--- config.mk ---
export PLATFORM = sky130hd
export DESIGN_NAME = posit16_quire_dot_product
export DESIGN_NICKNAME = d
export VERILOG_FILES = /design/src/hw/rtl/pqd_pkg.sv /design/src/hw/rtl/pqd_front.sv /design/src/hw/rtl/pqd_fifo.sv /design/src/hw/rtl/pqd_back.sv /design/src/hw/rtl/posit16_quire_dot_product.sv
export SDC_FILE = /design/constraint.sdc
export NUM_CORES = 2
export LEC_CHECK = 0
export ABC_CLOCK_PERIOD_IN_PS = 10000
export BUFFER_PORTS_ARGS = -buffer_cell sky130_fd_sc_hd__buf_2
export CAP_MARGIN = 5
export CELL_PAD_IN_SITES_DETAIL_PLACEMENT = 0
export CELL_PAD_IN_SITES_GLOBAL_PLACEMENT = 1
export CORE_ASPECT_RATIO = 1.2
export CORE_MARGIN = 5
export CORE_UTILIZATION = 46
export CTS_CLUSTER_SIZE = 30
export DETAILED_ROUTE_END_ITERATION = 10
export GPL_TIMING_DRIVEN = 0
export PLACE_DENSITY = 0.82
export SLEW_MARGIN = 20
export SYNTH_ARGS = -nofsm -noshare
export SYNTH_HDL_FRONTEND = slang
export SYNTH_SLANG_ARGS = --single-unit
export TNS_END_PERCENT = 100
--- constraint.sdc ---
create_clock -name clk -period 10 [get_ports clk]
set_input_delay 3 -clock clk [delete_from_list [all_inputs] [get_ports clk]]
set_output_delay 3 -clock clk [all_outputs]
set_load 0.01 [all_outputs]
--- src/hw/rtl/pqd_pkg.sv ---
// Shared types and constants for the posit16 quire dot-product block.
`timescale 1ns / 1ps
package pqd_pkg;

	localparam int QW = 128;
	localparam int PW = 30;
	localparam logic [15:0] NAR16 = 16'h8000;
	localparam logic [QW-1:0] NAR_Q = {1'b1, 127'b0};
	localparam logic CMD_ACC = 1'b0;
	localparam logic CMD_CLR = 1'b1;

	// product request handed from the decode front to the accumulate back
	typedef struct packed {
		logic clear;
		logic nar;
		logic zero;
		logic neg;
		logic [PW-1:0] prod;
		logic signed [7:0] shift;
	} item_t;

endpackage

--- src/hw/rtl/pqd_front.sv ---
// Front: accepts requests, decodes both posits, multiplies significands.
`timescale 1ns / 1ps
module pqd_front (
	input  logic           clk,
	input  logic           arst_n,
	input  logic           in_valid,
	output logic           in_ready,
	input  logic           cmd,
	input  logic [15:0]    operand_a,
	input  logic [15:0]    operand_b,
	output logic           push,
	output pqd_pkg::item_t push_item,
	input  logic           push_ready
);

	typedef struct packed {
		logic signed [6:0] scale;
		logic [14:0] sig;
	} dec_t;

	function automatic dec_t decode(input logic [14:0] u);
		logic [15:0] t;
		logic [15:0] ts;
		logic r;
		logic run;
		logic [4:0] cnt;
		logic signed [5:0] k;
		dec_t d;
		t = {u[13:0], 2'b00};
		r = u[14];
		cnt = '0;
		run = 1'b1;
		for (int i = 0; i < 16; i++) begin
			if (run && (t[15-i] == r)) cnt = cnt + 5'd1;
			else run = 1'b0;
		end
		ts = t << cnt;
		k = r ? $signed({1'b0, cnt}) : -$signed({1'b0, cnt}) - 6'sd1;
		d.scale = $signed({k, ts[14]});
		d.sig = {1'b1, ts[13:0]};
		return d;
	endfunction

	logic v_s1, v_s2;
	logic clear_s1, nar_s1, zero_s1, neg_s1;
	logic [14:0] sig_a_s1, sig_b_s1;
	logic signed [7:0] shift_s1;
	pqd_pkg::item_t item_s2;
	logic adv1, adv2;
	logic [15:0] mag_a, mag_b;
	dec_t da, db;

	assign push = v_s2;
	assign push_item = item_s2;
	assign adv2 = !v_s2 || push_ready;
	assign adv1 = !v_s1 || adv2;
	assign in_ready = adv1;

	assign mag_a = operand_a[15] ? 16'(-operand_a) : operand_a;
	assign mag_b = operand_b[15] ? 16'(-operand_b) : operand_b;
	assign da = decode(mag_a[14:0]);
	assign db = decode(mag_b[14:0]);

	always_ff @(posedge clk or negedge arst_n) begin
		if (!arst_n) begin
			v_s1 <= 1'b0;
			v_s2 <= 1'b0;
		end else begin
			if (adv1) v_s1 <= in_valid;
			if (adv2) v_s2 <= v_s1;
		end
	end

	always_ff @(posedge clk) begin
		if (adv1) begin
			clear_s1 <= (cmd == pqd_pkg::CMD_CLR);
			nar_s1 <= (operand_a == pqd_pkg::NAR16) || (operand_b == pqd_pkg::NAR16);
			zero_s1 <= (operand_a == 16'h0) || (operand_b == 16'h0);
			neg_s1 <= operand_a[15] ^ operand_b[15];
			sig_a_s1 <= da.sig;
			sig_b_s1 <= db.sig;
			shift_s1 <= 8'sd28 + {da.scale[6], da.scale} + {db.scale[6], db.scale};
		end
		if (adv2) begin
			item_s2.clear <= clear_s1;
			item_s2.nar <= nar_s1;
			item_s2.zero <= zero_s1;
			item_s2.neg <= neg_s1;
			item_s2.prod <= sig_a_s1 * sig_b_s1;
			item_s2.shift <= shift_s1;
		end
	end

endmodule

--- src/hw/rtl/pqd_fifo.sv ---
// Two-entry queue between the decode front and the accumulate back.
`timescale 1ns / 1ps
module pqd_fifo (
	input  logic           clk,
	input  logic           arst_n,
	input  logic           wr_valid,
	output logic           wr_ready,
	input  pqd_pkg::item_t wr_item,
	output logic           rd_valid,
	input  logic           rd_ready,
	output pqd_pkg::item_t rd_item
);

	pqd_pkg::item_t mem_q [2];
	logic wr_ptr_q, rd_ptr_q;
	logic [1:0] cnt_q;
	logic wr_en, rd_en;

	assign wr_ready = (cnt_q != 2'd2);
	assign rd_valid = (cnt_q != 2'd0);
	assign rd_item = mem_q[rd_ptr_q];
	assign wr_en = wr_valid && wr_ready;
	assign rd_en = rd_valid && rd_ready;

	always_ff @(posedge clk or negedge arst_n) begin
		if (!arst_n) begin
			wr_ptr_q <= 1'b0;
			rd_ptr_q <= 1'b0;
			cnt_q <= 2'd0;
		end else begin
			if (wr_en) wr_ptr_q <= ~wr_ptr_q;
			if (rd_en) rd_ptr_q <= ~rd_ptr_q;
			cnt_q <= cnt_q + {1'b0, wr_en} - {1'b0, rd_en};
		end
	end

	always_ff @(posedge clk) begin
		if (wr_en) mem_q[wr_ptr_q] <= wr_item;
	end

endmodule

--- src/hw/rtl/pqd_back.sv ---
// Back: aligns the product, updates the quire, rounds the quire to posit16.
`timescale 1ns / 1ps
module pqd_back (
	input  logic           clk,
	input  logic           arst_n,
	input  logic           rd_valid,
	output logic           rd_ready,
	input  pqd_pkg::item_t rd_item,
	output logic           out_valid,
	input  logic           out_ready,
	output logic [63:0]    quire_high,
	output logic [63:0]    quire_low,
	output logic [15:0]    rounded
);

	typedef enum logic [6:0] {
		ST_IDLE  = 7'b0000001,
		ST_ALIGN = 7'b0000010,
		ST_ADD   = 7'b0000100,
		ST_ABS   = 7'b0001000,
		ST_NORM  = 7'b0010000,
		ST_ROUND = 7'b0100000,
		ST_OUT   = 7'b1000000
	} state_t;

	state_t state_q;
	pqd_pkg::item_t item_q;
	logic [127:0] addend_q, accum_q, mag_q;
	logic qneg_q;
	logic [6:0] n_q;
	logic [15:0] z_q;
	logic out_valid_q;
	logic [63:0] out_high_q, out_low_q;
	logic [15:0] out_z_q;

	logic [127:0] wide_p, aligned, base, sum;
	logic [15:0] z_rnd;

	assign rd_ready = (state_q == ST_IDLE);
	assign out_valid = out_valid_q;
	assign quire_high = out_high_q;
	assign quire_low = out_low_q;
	assign rounded = out_z_q;

	assign wide_p = {{(128 - pqd_pkg::PW){1'b0}}, item_q.prod};
	assign aligned = item_q.shift[7] ? (wide_p >> 8'(-item_q.shift))
		: (wide_p << item_q.shift[6:0]);
	assign base = item_q.clear ? '0 : accum_q;
	assign sum = base + (addend_q ^ {128{item_q.neg}}) + {127'b0, item_q.neg};

	// round the normalized magnitude to nearest even, saturating
	always_comb begin
		logic signed [7:0] scale;
		logic signed [7:0] k;
		logic [7:0] rg;
		logic e, half, sticky;
		logic [63:0] frac;
		logic [6:0] sh;
		logic [15:0] regime, fr, z;
		scale = 8'sd71 - $signed({1'b0, n_q});
		k = scale >>> 1;
		e = scale[0];
		rg = k[7] ? 8'(-k) : 8'(k + 8'sd1);
		frac = {1'b0, mag_q[126:64]};
		sticky = (mag_q[63:0] != 64'b0);
		sh = 7'(rg) + 7'd50;
		half = 1'b0;
		fr = '0;
		regime = k[7] ? (16'h4000 >> rg) : (16'h7FFF - (16'h7FFF >> rg));
		if (rg > 8'd14) begin
			z = k[7] ? 16'h0001 : 16'h7FFF;
		end else begin
			if (rg != 8'd14) begin
				fr = 16'(frac >> sh);
				half = frac[6'(sh - 7'd1)];
				if ((frac & ((64'b1 << (sh - 7'd1)) - 64'b1)) != 64'b0) sticky = 1'b1;
				z = regime + (16'(e) << (8'd13 - rg)) + fr;
			end else begin
				if (frac != 64'b0) sticky = 1'b1;
				half = e;
				z = regime;
			end
			if (half) z = z + {15'b0, z[0] | sticky};
		end
		z_rnd = qneg_q ? 16'(-z) : z;
	end

	always_ff @(posedge clk or negedge arst_n) begin
		if (!arst_n) begin
			state_q <= ST_IDLE;
			accum_q <= '0;
			out_valid_q <= 1'b0;
		end else begin
			if (out_valid_q && out_ready && !(state_q == ST_OUT)) out_valid_q <= 1'b0;
			case (state_q)
				ST_IDLE: if (rd_valid) state_q <= ST_ALIGN;
				ST_ALIGN: state_q <= ST_ADD;
				ST_ADD: begin
					if (base == pqd_pkg::NAR_Q || item_q.nar) accum_q <= pqd_pkg::NAR_Q;
					else if (item_q.zero) accum_q <= base;
					else if (sum == pqd_pkg::NAR_Q) accum_q <= '0;
					else accum_q <= sum;
					state_q <= ST_ABS;
				end
				ST_ABS: begin
					if (accum_q == '0 || accum_q == pqd_pkg::NAR_Q) state_q <= ST_OUT;
					else state_q <= ST_NORM;
				end
				ST_NORM: if (mag_q[127]) state_q <= ST_ROUND;
				ST_ROUND: state_q <= ST_OUT;
				ST_OUT: begin
					if (!out_valid_q || out_ready) begin
						out_valid_q <= 1'b1;
						state_q <= ST_IDLE;
					end
				end
				default: state_q <= ST_IDLE;
			endcase
		end
	end

	always_ff @(posedge clk) begin
		case (state_q)
			ST_IDLE: if (rd_valid) item_q <= rd_item;
			ST_ALIGN: addend_q <= aligned;
			ST_ABS: begin
				qneg_q <= accum_q[127];
				mag_q <= accum_q[127] ? (~accum_q + 128'd1) : accum_q;
				n_q <= '0;
				z_q <= (accum_q == '0) ? 16'h0000 : pqd_pkg::NAR16;
			end
			ST_NORM: begin
				if (mag_q[127:112] == 16'b0) begin
					mag_q <= mag_q << 16;
					n_q <= n_q + 7'd16;
				end else if (!mag_q[127]) begin
					mag_q <= mag_q << 1;
					n_q <= n_q + 7'd1;
				end
			end
			ST_ROUND: z_q <= z_rnd;
			ST_OUT: begin
				if (!out_valid_q || out_ready) begin
					out_high_q <= accum_q[127:64];
					out_low_q <= accum_q[63:0];
					out_z_q <= z_q;
				end
			end
			default: ;
		endcase
	end

	a_onehot: assert property (@(posedge clk) disable iff (!arst_n) $onehot(state_q))
		else $error("back state not one-hot");
	a_nar_sticky: assert property (@(posedge clk) disable iff (!arst_n)
		(state_q == ST_ADD && item_q.nar) |=> (accum_q == pqd_pkg::NAR_Q))
		else $error("NaR operand did not poison quire");
	a_norm: assert property (@(posedge clk) disable iff (!arst_n)
		(state_q == ST_ROUND) |-> mag_q[127])
		else $error("rounding an unnormalized magnitude");
	a_no_sum_nar: assert property (@(posedge clk) disable iff (!arst_n)
		(state_q == ST_ADD && !item_q.nar && base != pqd_pkg::NAR_Q)
		|=> (accum_q != pqd_pkg::NAR_Q))
		else $error("sum left on the NaR pattern");

endmodule

--- src/hw/rtl/posit16_quire_dot_product.sv ---
// Top level of the posit16 (es=1) quire dot-product accumulator.
`timescale 1ns / 1ps
// Each request carries two posit16 factors and a command (0 accumulate, 1 clear the
// quire first). The front decodes both factors and multiplies the significands in a
// two-stage pipeline, feeding a two-entry queue. The back aligns the exact product
// into the 128-bit quire (56 fraction bits), adds it, and rounds the new quire to
// posit16 (nearest even, saturating at maxpos/minpos; NaR is sticky until a clear).
// Throughput is set by the back sequencer, which takes one request at a time: align,
// add, absolute value, then a leading-zero normalizer that shifts by 16 or by 1 per
// cycle, then round, then output load; normalize and round are skipped when the quire
// is zero or NaR. The front keeps decoding while the back works, up to queue depth;
// results wait in an output register, and the back stalls while it is still unread.
module posit16_quire_dot_product (
	input  logic        clk,
	input  logic        arst_n,
	input  logic        in_valid,
	output logic        in_ready,
	input  logic        cmd,
	input  logic [15:0] operand_a,
	input  logic [15:0] operand_b,
	output logic        out_valid,
	input  logic        out_ready,
	output logic [63:0] quire_high,
	output logic [63:0] quire_low,
	output logic [15:0] rounded
);

	// front to queue
	logic f_push, f_ready;
	pqd_pkg::item_t f_item;
	// queue to back
	logic q_valid, q_ready;
	pqd_pkg::item_t q_item;

	pqd_front u_front (
		.clk(clk), .arst_n(arst_n),
		.in_valid(in_valid), .in_ready(in_ready),
		.cmd(cmd), .operand_a(operand_a), .operand_b(operand_b),
		.push(f_push), .push_item(f_item), .push_ready(f_ready)
	);

	pqd_fifo u_fifo (
		.clk(clk), .arst_n(arst_n),
		.wr_valid(f_push), .wr_ready(f_ready), .wr_item(f_item),
		.rd_valid(q_valid), .rd_ready(q_ready), .rd_item(q_item)
	);

	pqd_back u_back (
		.clk(clk), .arst_n(arst_n),
		.rd_valid(q_valid), .rd_ready(q_ready), .rd_item(q_item),
		.out_valid(out_valid), .out_ready(out_ready),
		.quire_high(quire_high), .quire_low(quire_low), .rounded(rounded)
	);

endmodule

**Word level (Yosys, flattened, before mapping)**

Memories as Yosys holds them, arrays and structs flattened. A register that Yosys moved wholly into a read port is not among the register bits.
Cells that the tools add are included.

- Reduce and logical (&&, ||, !) cells: 59
- Shift-type cells: 9
- Equal/unequal tests: 46
- Bitwise gates (word level): 9
- Multiplexer cells: 106
- Add/subtract/negate cells: 58
- Order comparisons: 2
- Multiply operators: 1

Operators with widths:

| cell | count |
|---|---|
| 128-bit two-way mux | 8 |
| 128-bit == test, second input constant | 3 |
| 128-bit case mux with 2 select lines | 1 |
| 5-bit two-way mux | 30 |
| 5-bit by 1-bit adder with 5-bit output, second input constant | 28 |
| 128-bit by 1-bit adder with 128-bit output | 1 |
| 128-bit by 1-bit adder with 128-bit output, second input constant | 1 |
| 128-bit adder | 1 |
| 128-bit logical NOT | 1 |
| 128-bit inverter | 1 |
| 64-bit nonzero test | 2 |
| 30-bit by 7-bit left shift with 128-bit output | 1 |
| 30-bit by 8-bit right shift with 128-bit output | 1 |
| 128-bit bitwise XOR | 1 |
| 16-bit two-way mux | 7 |
| 63-bit by 64-bit bitwise AND with 64-bit output | 1 |
| 1-bit by 7-bit left shift with 64-bit output, first input constant | 1 |
| 64-bit by 1-bit subtractor with 64-bit output, second input constant | 1 |
| 63-bit nonzero test | 1 |
| 63-bit by 7-bit right shift with 16-bit output | 1 |
| 7-bit case mux with 7 select lines | 1 |
| 16-bit logical NOT | 3 |
| 15-bit two-way mux | 3 |
| 1-bit two-way mux | 44 |
| 55 further kinds | 147 |

- Memories: 1
- Input bits: 37
- Bits in registers: 648
- Bits in writable memories: 84
- Word-level logic and storage cells: 321
- Output and inout bits: 146

Memory list:

| name | depth | width | rd ports | clocked after memory_dff | wr ports | line | RTL |
|---|---|---|---|---|---|---|---|
| u_fifo.mem_q | 2 | 42 | 1 | 1 | 1 | pqd_fifo.sv:14 | `pqd_pkg::item_t mem_q [2];` |

**Longest topological paths before layout**

- Depth in word-level cells: 39
- Mapped depth: 71
- Mapped depth without buffers: 67

**Cells and area by module**

A second synthesis with hierarchy kept.

- Cell total of the unflattened synthesis: 7177
- Area, all modules: 66876.6 sq um

By module, submodules not included:

| module | cells each | area each (sq um) | times used | sequential area each (sq um) |
|---|---|---|---|---|
| pqd_back | 5413 | 49202.2 | 1 | 17397.9 |
| pqd_front | 1616 | 14277.4 | 1 | 2272.2 |
| pqd_fifo | 148 | 3397.0 | 1 | 2622.5 |

**Least setup slack after synthesis**

OpenSTA, ideal clock, no wires.

- Path kind: in2reg
- From: input operand_b[0]
- To: register u_front.shift_s1[7] (data pin)
- Path buffers: 2
- Data required time: 9738 ps
- Setup slack: -5561 ps
- Stages: 65
- Setup time: 262 ps
- Arrival: 15299 ps
- Path through: inv_1 ha_1 or4b_2 or4_1 o211a_1 inv_1 clkbuf_1 nor3_1 o2bb2ai_1 nand2_1 inv_1 ha_1 mux2i_1 o21ai_0 and2_1 ha_1 mux2_2 ha_1 [... 29 more ...] mux2i_1 clkbuf_1 nor2_1 a31oi_1 mux2i_1 mux2i_1 mux2i_1 nor2_1 ha_1 ha_1 inv_1 fa_1 inv_1 a21oi_1 o21bai_1 a21o_1 a21oi_1 xor2_1

- Word-level cells in the longest chain between the ends: 38
- Elaborated cells on any way between the ends: 83
- Those cells by class: 19 x add/sub; 14 x eq/ne; 1 x shift; 33 x mux; 1 x bitwise; 15 x reduce/logical

Ends and longest elaborated chain:

| item | line | RTL |
|---|---|---|
| start, declared | posit16_quire_dot_product.sv:20 | `input logic [15:0] operand_b,` |
| 15-bit negation | pqd_front.sv:60 | `assign mag_b = operand_b[15] ? 16'(-operand_b) : operand_b;` |
| 15-bit two-way mux (*) | pqd_front.sv:60 |  |
| 1-bit == test | pqd_front.sv:34 | `if (run && (t[15-i] == r)) cnt = cnt + 5'd1;` |
| 1-bit two-way mux | pqd_front.sv:34 |  |
| 1-bit by 1-bit adder with 2-bit output / 1-bit logical AND (equally long branches) | pqd_front.sv:34 |  |
| 5-bit two-way mux / 1-bit two-way mux (equally long branches) | pqd_front.sv:34 |  |
| 5-bit by 1-bit adder with 5-bit output / 1-bit logical AND (equally long branches) | pqd_front.sv:34 |  |
| 5-bit two-way mux / 1-bit two-way mux (equally long branches) | pqd_front.sv:34 |  |
| [... 22 more ...] | - |  |
| 5-bit by 1-bit adder with 5-bit output / 1-bit logical AND (equally long branches) | pqd_front.sv:34 |  |
| 5-bit two-way mux / 1-bit two-way mux (equally long branches) | pqd_front.sv:34 |  |
| 5-bit by 1-bit adder with 5-bit output / 1-bit logical AND (equally long branches) | pqd_front.sv:34 |  |
| 5-bit two-way mux | pqd_front.sv:34 |  |
| 5-bit negation with 6-bit output | pqd_front.sv:38 | `k = r ? $signed({1'b0, cnt}) : -$signed({1'b0, cnt}) - 6'sd1;` |
| 6-bit by 2-bit subtractor with 6-bit output | pqd_front.sv:38 |  |
| 6-bit two-way mux | pqd_front.sv:38 |  |
| 8-bit adder (*) | pqd_front.sv:82 | `shift_s1 <= 8'sd28 + {da.scale[6], da.scale} + {db.scale[6], db.scale};` |
| end signal, assigned | pqd_front.sv:82 |  |
| end, declared | pqd_front.sv:47 | `logic signed [7:0] shift_s1;` |

Every way passes the cells marked *; elsewhere a longest branch is shown, timed or not.
A chain may end at the register's enable or synchronous reset.

**Worst setup path after layout**

Ends and elaborated chain as after synthesis.

==> results.yml <==
synth:
  ys_types: 99
  yosysTopAreaCell: "edfxtp_1"
  yosysWarnings: 0
  postSynthCellCount: 7139
  ys.flop_type: "edfxtp_1"
  synth_common_cells: "734 x nand2_1, 612 x edfxtp_1, 472 x nor2_1"
  ys_seq_elements: 754
  synth_top_cells_by_area: "edfxtp_1 28%, ha_1 5.6%, dfrtp_1 5.4%, mux2i_1 4.9%, xor2_1 4.4%"
  ys_seq_area_frac: 0.334
  synth_area_sq_mm: 0.0656
  async_reset_ff_frac: 0.188
  synth.avg_cell_area_sq_um: 9.20
  synth_top_area_share: 0.280
  synth_edf_count: 612
  synth_most_common_cell: "nand2_1"
  syn_nets: 7609
setup_path:
  critical-path-slowest-cell: "or4b_4"
  start_kind: "input port"
  critPathTopFamily: "adder cells"
  critPathKind: "input port to flip-flop"
  critPathMaxStageDelay_ps: 490
  path_depth: 65
  worst_setup_path_end_kind: "flip-flop"
  worstPathRequired_ps: 10490
  worst_ep_arrival_time_ps: 14590
  rr_worst_depth: 22
  cp_max_fo: 5
  crit_buf_inv: 8
  cpMostUsedCell: "ha_4"
sta:
  min_period_ps: 14100
  final.setup_skew_ps: 48.6
  maxSlewHeadroom: 0.194
  fin_ws_ps: -4100
  grt_setup_unrepaired: "true"
  finalHoldViolCount: 0
  max_slew.worst_pin.slew_ps: 1210
  fmax_ghz: 0.0709
  fin_crit_sh: 1.41
  setup_viol: 33
  slew_violations: 0
grt:
  met3_usage: 0.0576
  grt_max_degree: 90
  met1_usage: 0.454
  grt_use_total: 0.368
  grt_pass1_vias: 59800
  grt_pass1_wl_mm: 412
  overflow: 0
  top_usage_layer: "met2"
  gr-usage-met2: 0.600
  antenna_found_initial: 4
placement:
  portBuffers: 174
  dp_hpwl_mm: 229
  place_congestion: 1.03
  placed_cells_incl_taps: 9177
  place_ws_ps: -5990
floorplan:
  rows: 151
  ios: 183
  start_util: 0.464
  die_x_um: 355
  dieArea_sq_mm: 0.150
  core_sq_mm: 0.142
  fp.dieH_um: 424
clocking:
  htree_levels: 3
  clock_sinks: 754
  clkSlewWorstSetupHoldPaths_ps: 60
  root_buffer: "clkbuf_16"
  tritoncts: "yes"
  numCtsBuffers: 84
  insertion_delay_ps: 740
  cts_buffer_depth: 3
detailed_routing:
  remaining_drc_errors: 0
  drtPass1Iterations: 6
  vias: 61400
  drt-wirelength-per-cell_um: 30.3
  antenna_left: 0
  vias_per_cell: 6.50
  drt_iter0_drc: 6508
  wl_mm: 286
min_path:
  hp-class: "flip-flop to flip-flop"
  hold-path-cell-count: 0
job:
  timing.max_cap.violations: 0
finish:
  nNetsFinal: 7994
  seq_area_sq_mm: 0.0219
  drive_gt1_frac: 0.128
  stdcell_count: 9436
  syn_to_final_growth_pct: 14.2
  fillers: 13100
  multiInputGateArea_sq_mm: 0.0424
run_status:
  violations: "setup timing"
  status: "complete, but fails checks"
-- registers in the layout, indices dropped and copies added (netlist names), 7 cells and up --
name,flops
u_back.accum_q,128
u_back.addend_q,128
u_back.item_q,38
u_back.mag_q,128
u_back.n_q,7
u_back.quire_high,64
u_back.quire_low,64
u_back.rounded,16
u_back.state_q,7
u_back.z_q,16
u_fifo.mem_q,76
u_front.push_item,38
u_front.shift_s1,8
u_front.sig_a_s1,12
u_front.sig_b_s1,12
-- cells in the final DEF, fill, tap and decap left out, drive strengths merged, types with 127 or more instances in the layout --
cell type	instances
nand4	127
clkbuf	471
dfrtp	141
edfxtp	612
inv	299
a21oi	424
nor2	472
xnor2	197
ha	294
mux2i	320
xor2	327
nand2	734
o21ai	345
buf	376
a21o	140
fa	139
nor2b	179
nor3	132
o22ai	147
-- what timing repair did --
item,4_1_cts,5_1_grt
cloned,1,0
hold buffers,0,0
pin swaps,61,56
endpoints found under the setup margin,48,42
gates resized for setup,201,136
setup buffers,86,31
-- cell type report --
class,instances,area share
sequential,754,0.293
tap,1836,0.0306
inverter,294,0.0150
clock buffer,98,0.0292
antenna,5,0.000167
timing repair buffer,309,0.0303
clock inverter,59,0.0105
buffer,440,0.0264
multi-input combinational,5641,0.565
-- metrics by stage --
step / utilization / area (sq um) / setup TNS, ps / hold slack, ps
finish: 0.530 / 75000 / -91470 / 419
global route: 0.530 / 75000 / -104960 / 422
CTS: 0.525 / 74300 / -90570 / 421
detailed placement: 0.493 / 69800 / -176030 / 405
global placement: 0.489 / 69300 / -169770 / 403
floorplan: - / 66100 / -91220 / 400
-- logic make-up (layout without fill, tap and decap cells) --
| family | count (synthesis) | in the layout | synth area share |
|---|---|---|---|
| buf+inv | 744 | 1200 | 0.0439 |
| fa+ha+maj | 439 | 439 | 0.0993 |
| compound gates | 1841 | 1841 | 0.186 |
| other cells | 0 | 5 | 0 |
| flops | 754 | 754 | 0.334 |
| simple gates | 2356 | 2356 | 0.178 |
| xor+xnor | 534 | 534 | 0.0735 |
| mux | 471 | 471 | 0.0852 |
-- metal layers --
layer	share of wire	wire length (um)
met2	0.46	132000
met4	0.083	23700
met5	0	0
met3	0.075	21300
met1	0.38	109000
-- worst paths after layout --
kind                                       end         startpoint  slack [ps]
setup / recovery           u_front.shift_s1[7]       operand_b[0]       -4100
hold / removal              u_back.rounded[12]     u_back.z_q[12]         420
setup reg to reg           u_back.accum_q[127]  u_back.item_q[41]         -10
hold reg to reg             u_back.rounded[12]     u_back.z_q[12]         420
max in group asynchronous   u_back.accum_q[95]             arst_n        6860
min in group asynchronous   u_back.accum_q[15]             arst_n        2220
Power is left out: the tool's default activity adds up to more than one toggle a clock period on the data nets, which glitch-free logic cannot reach.
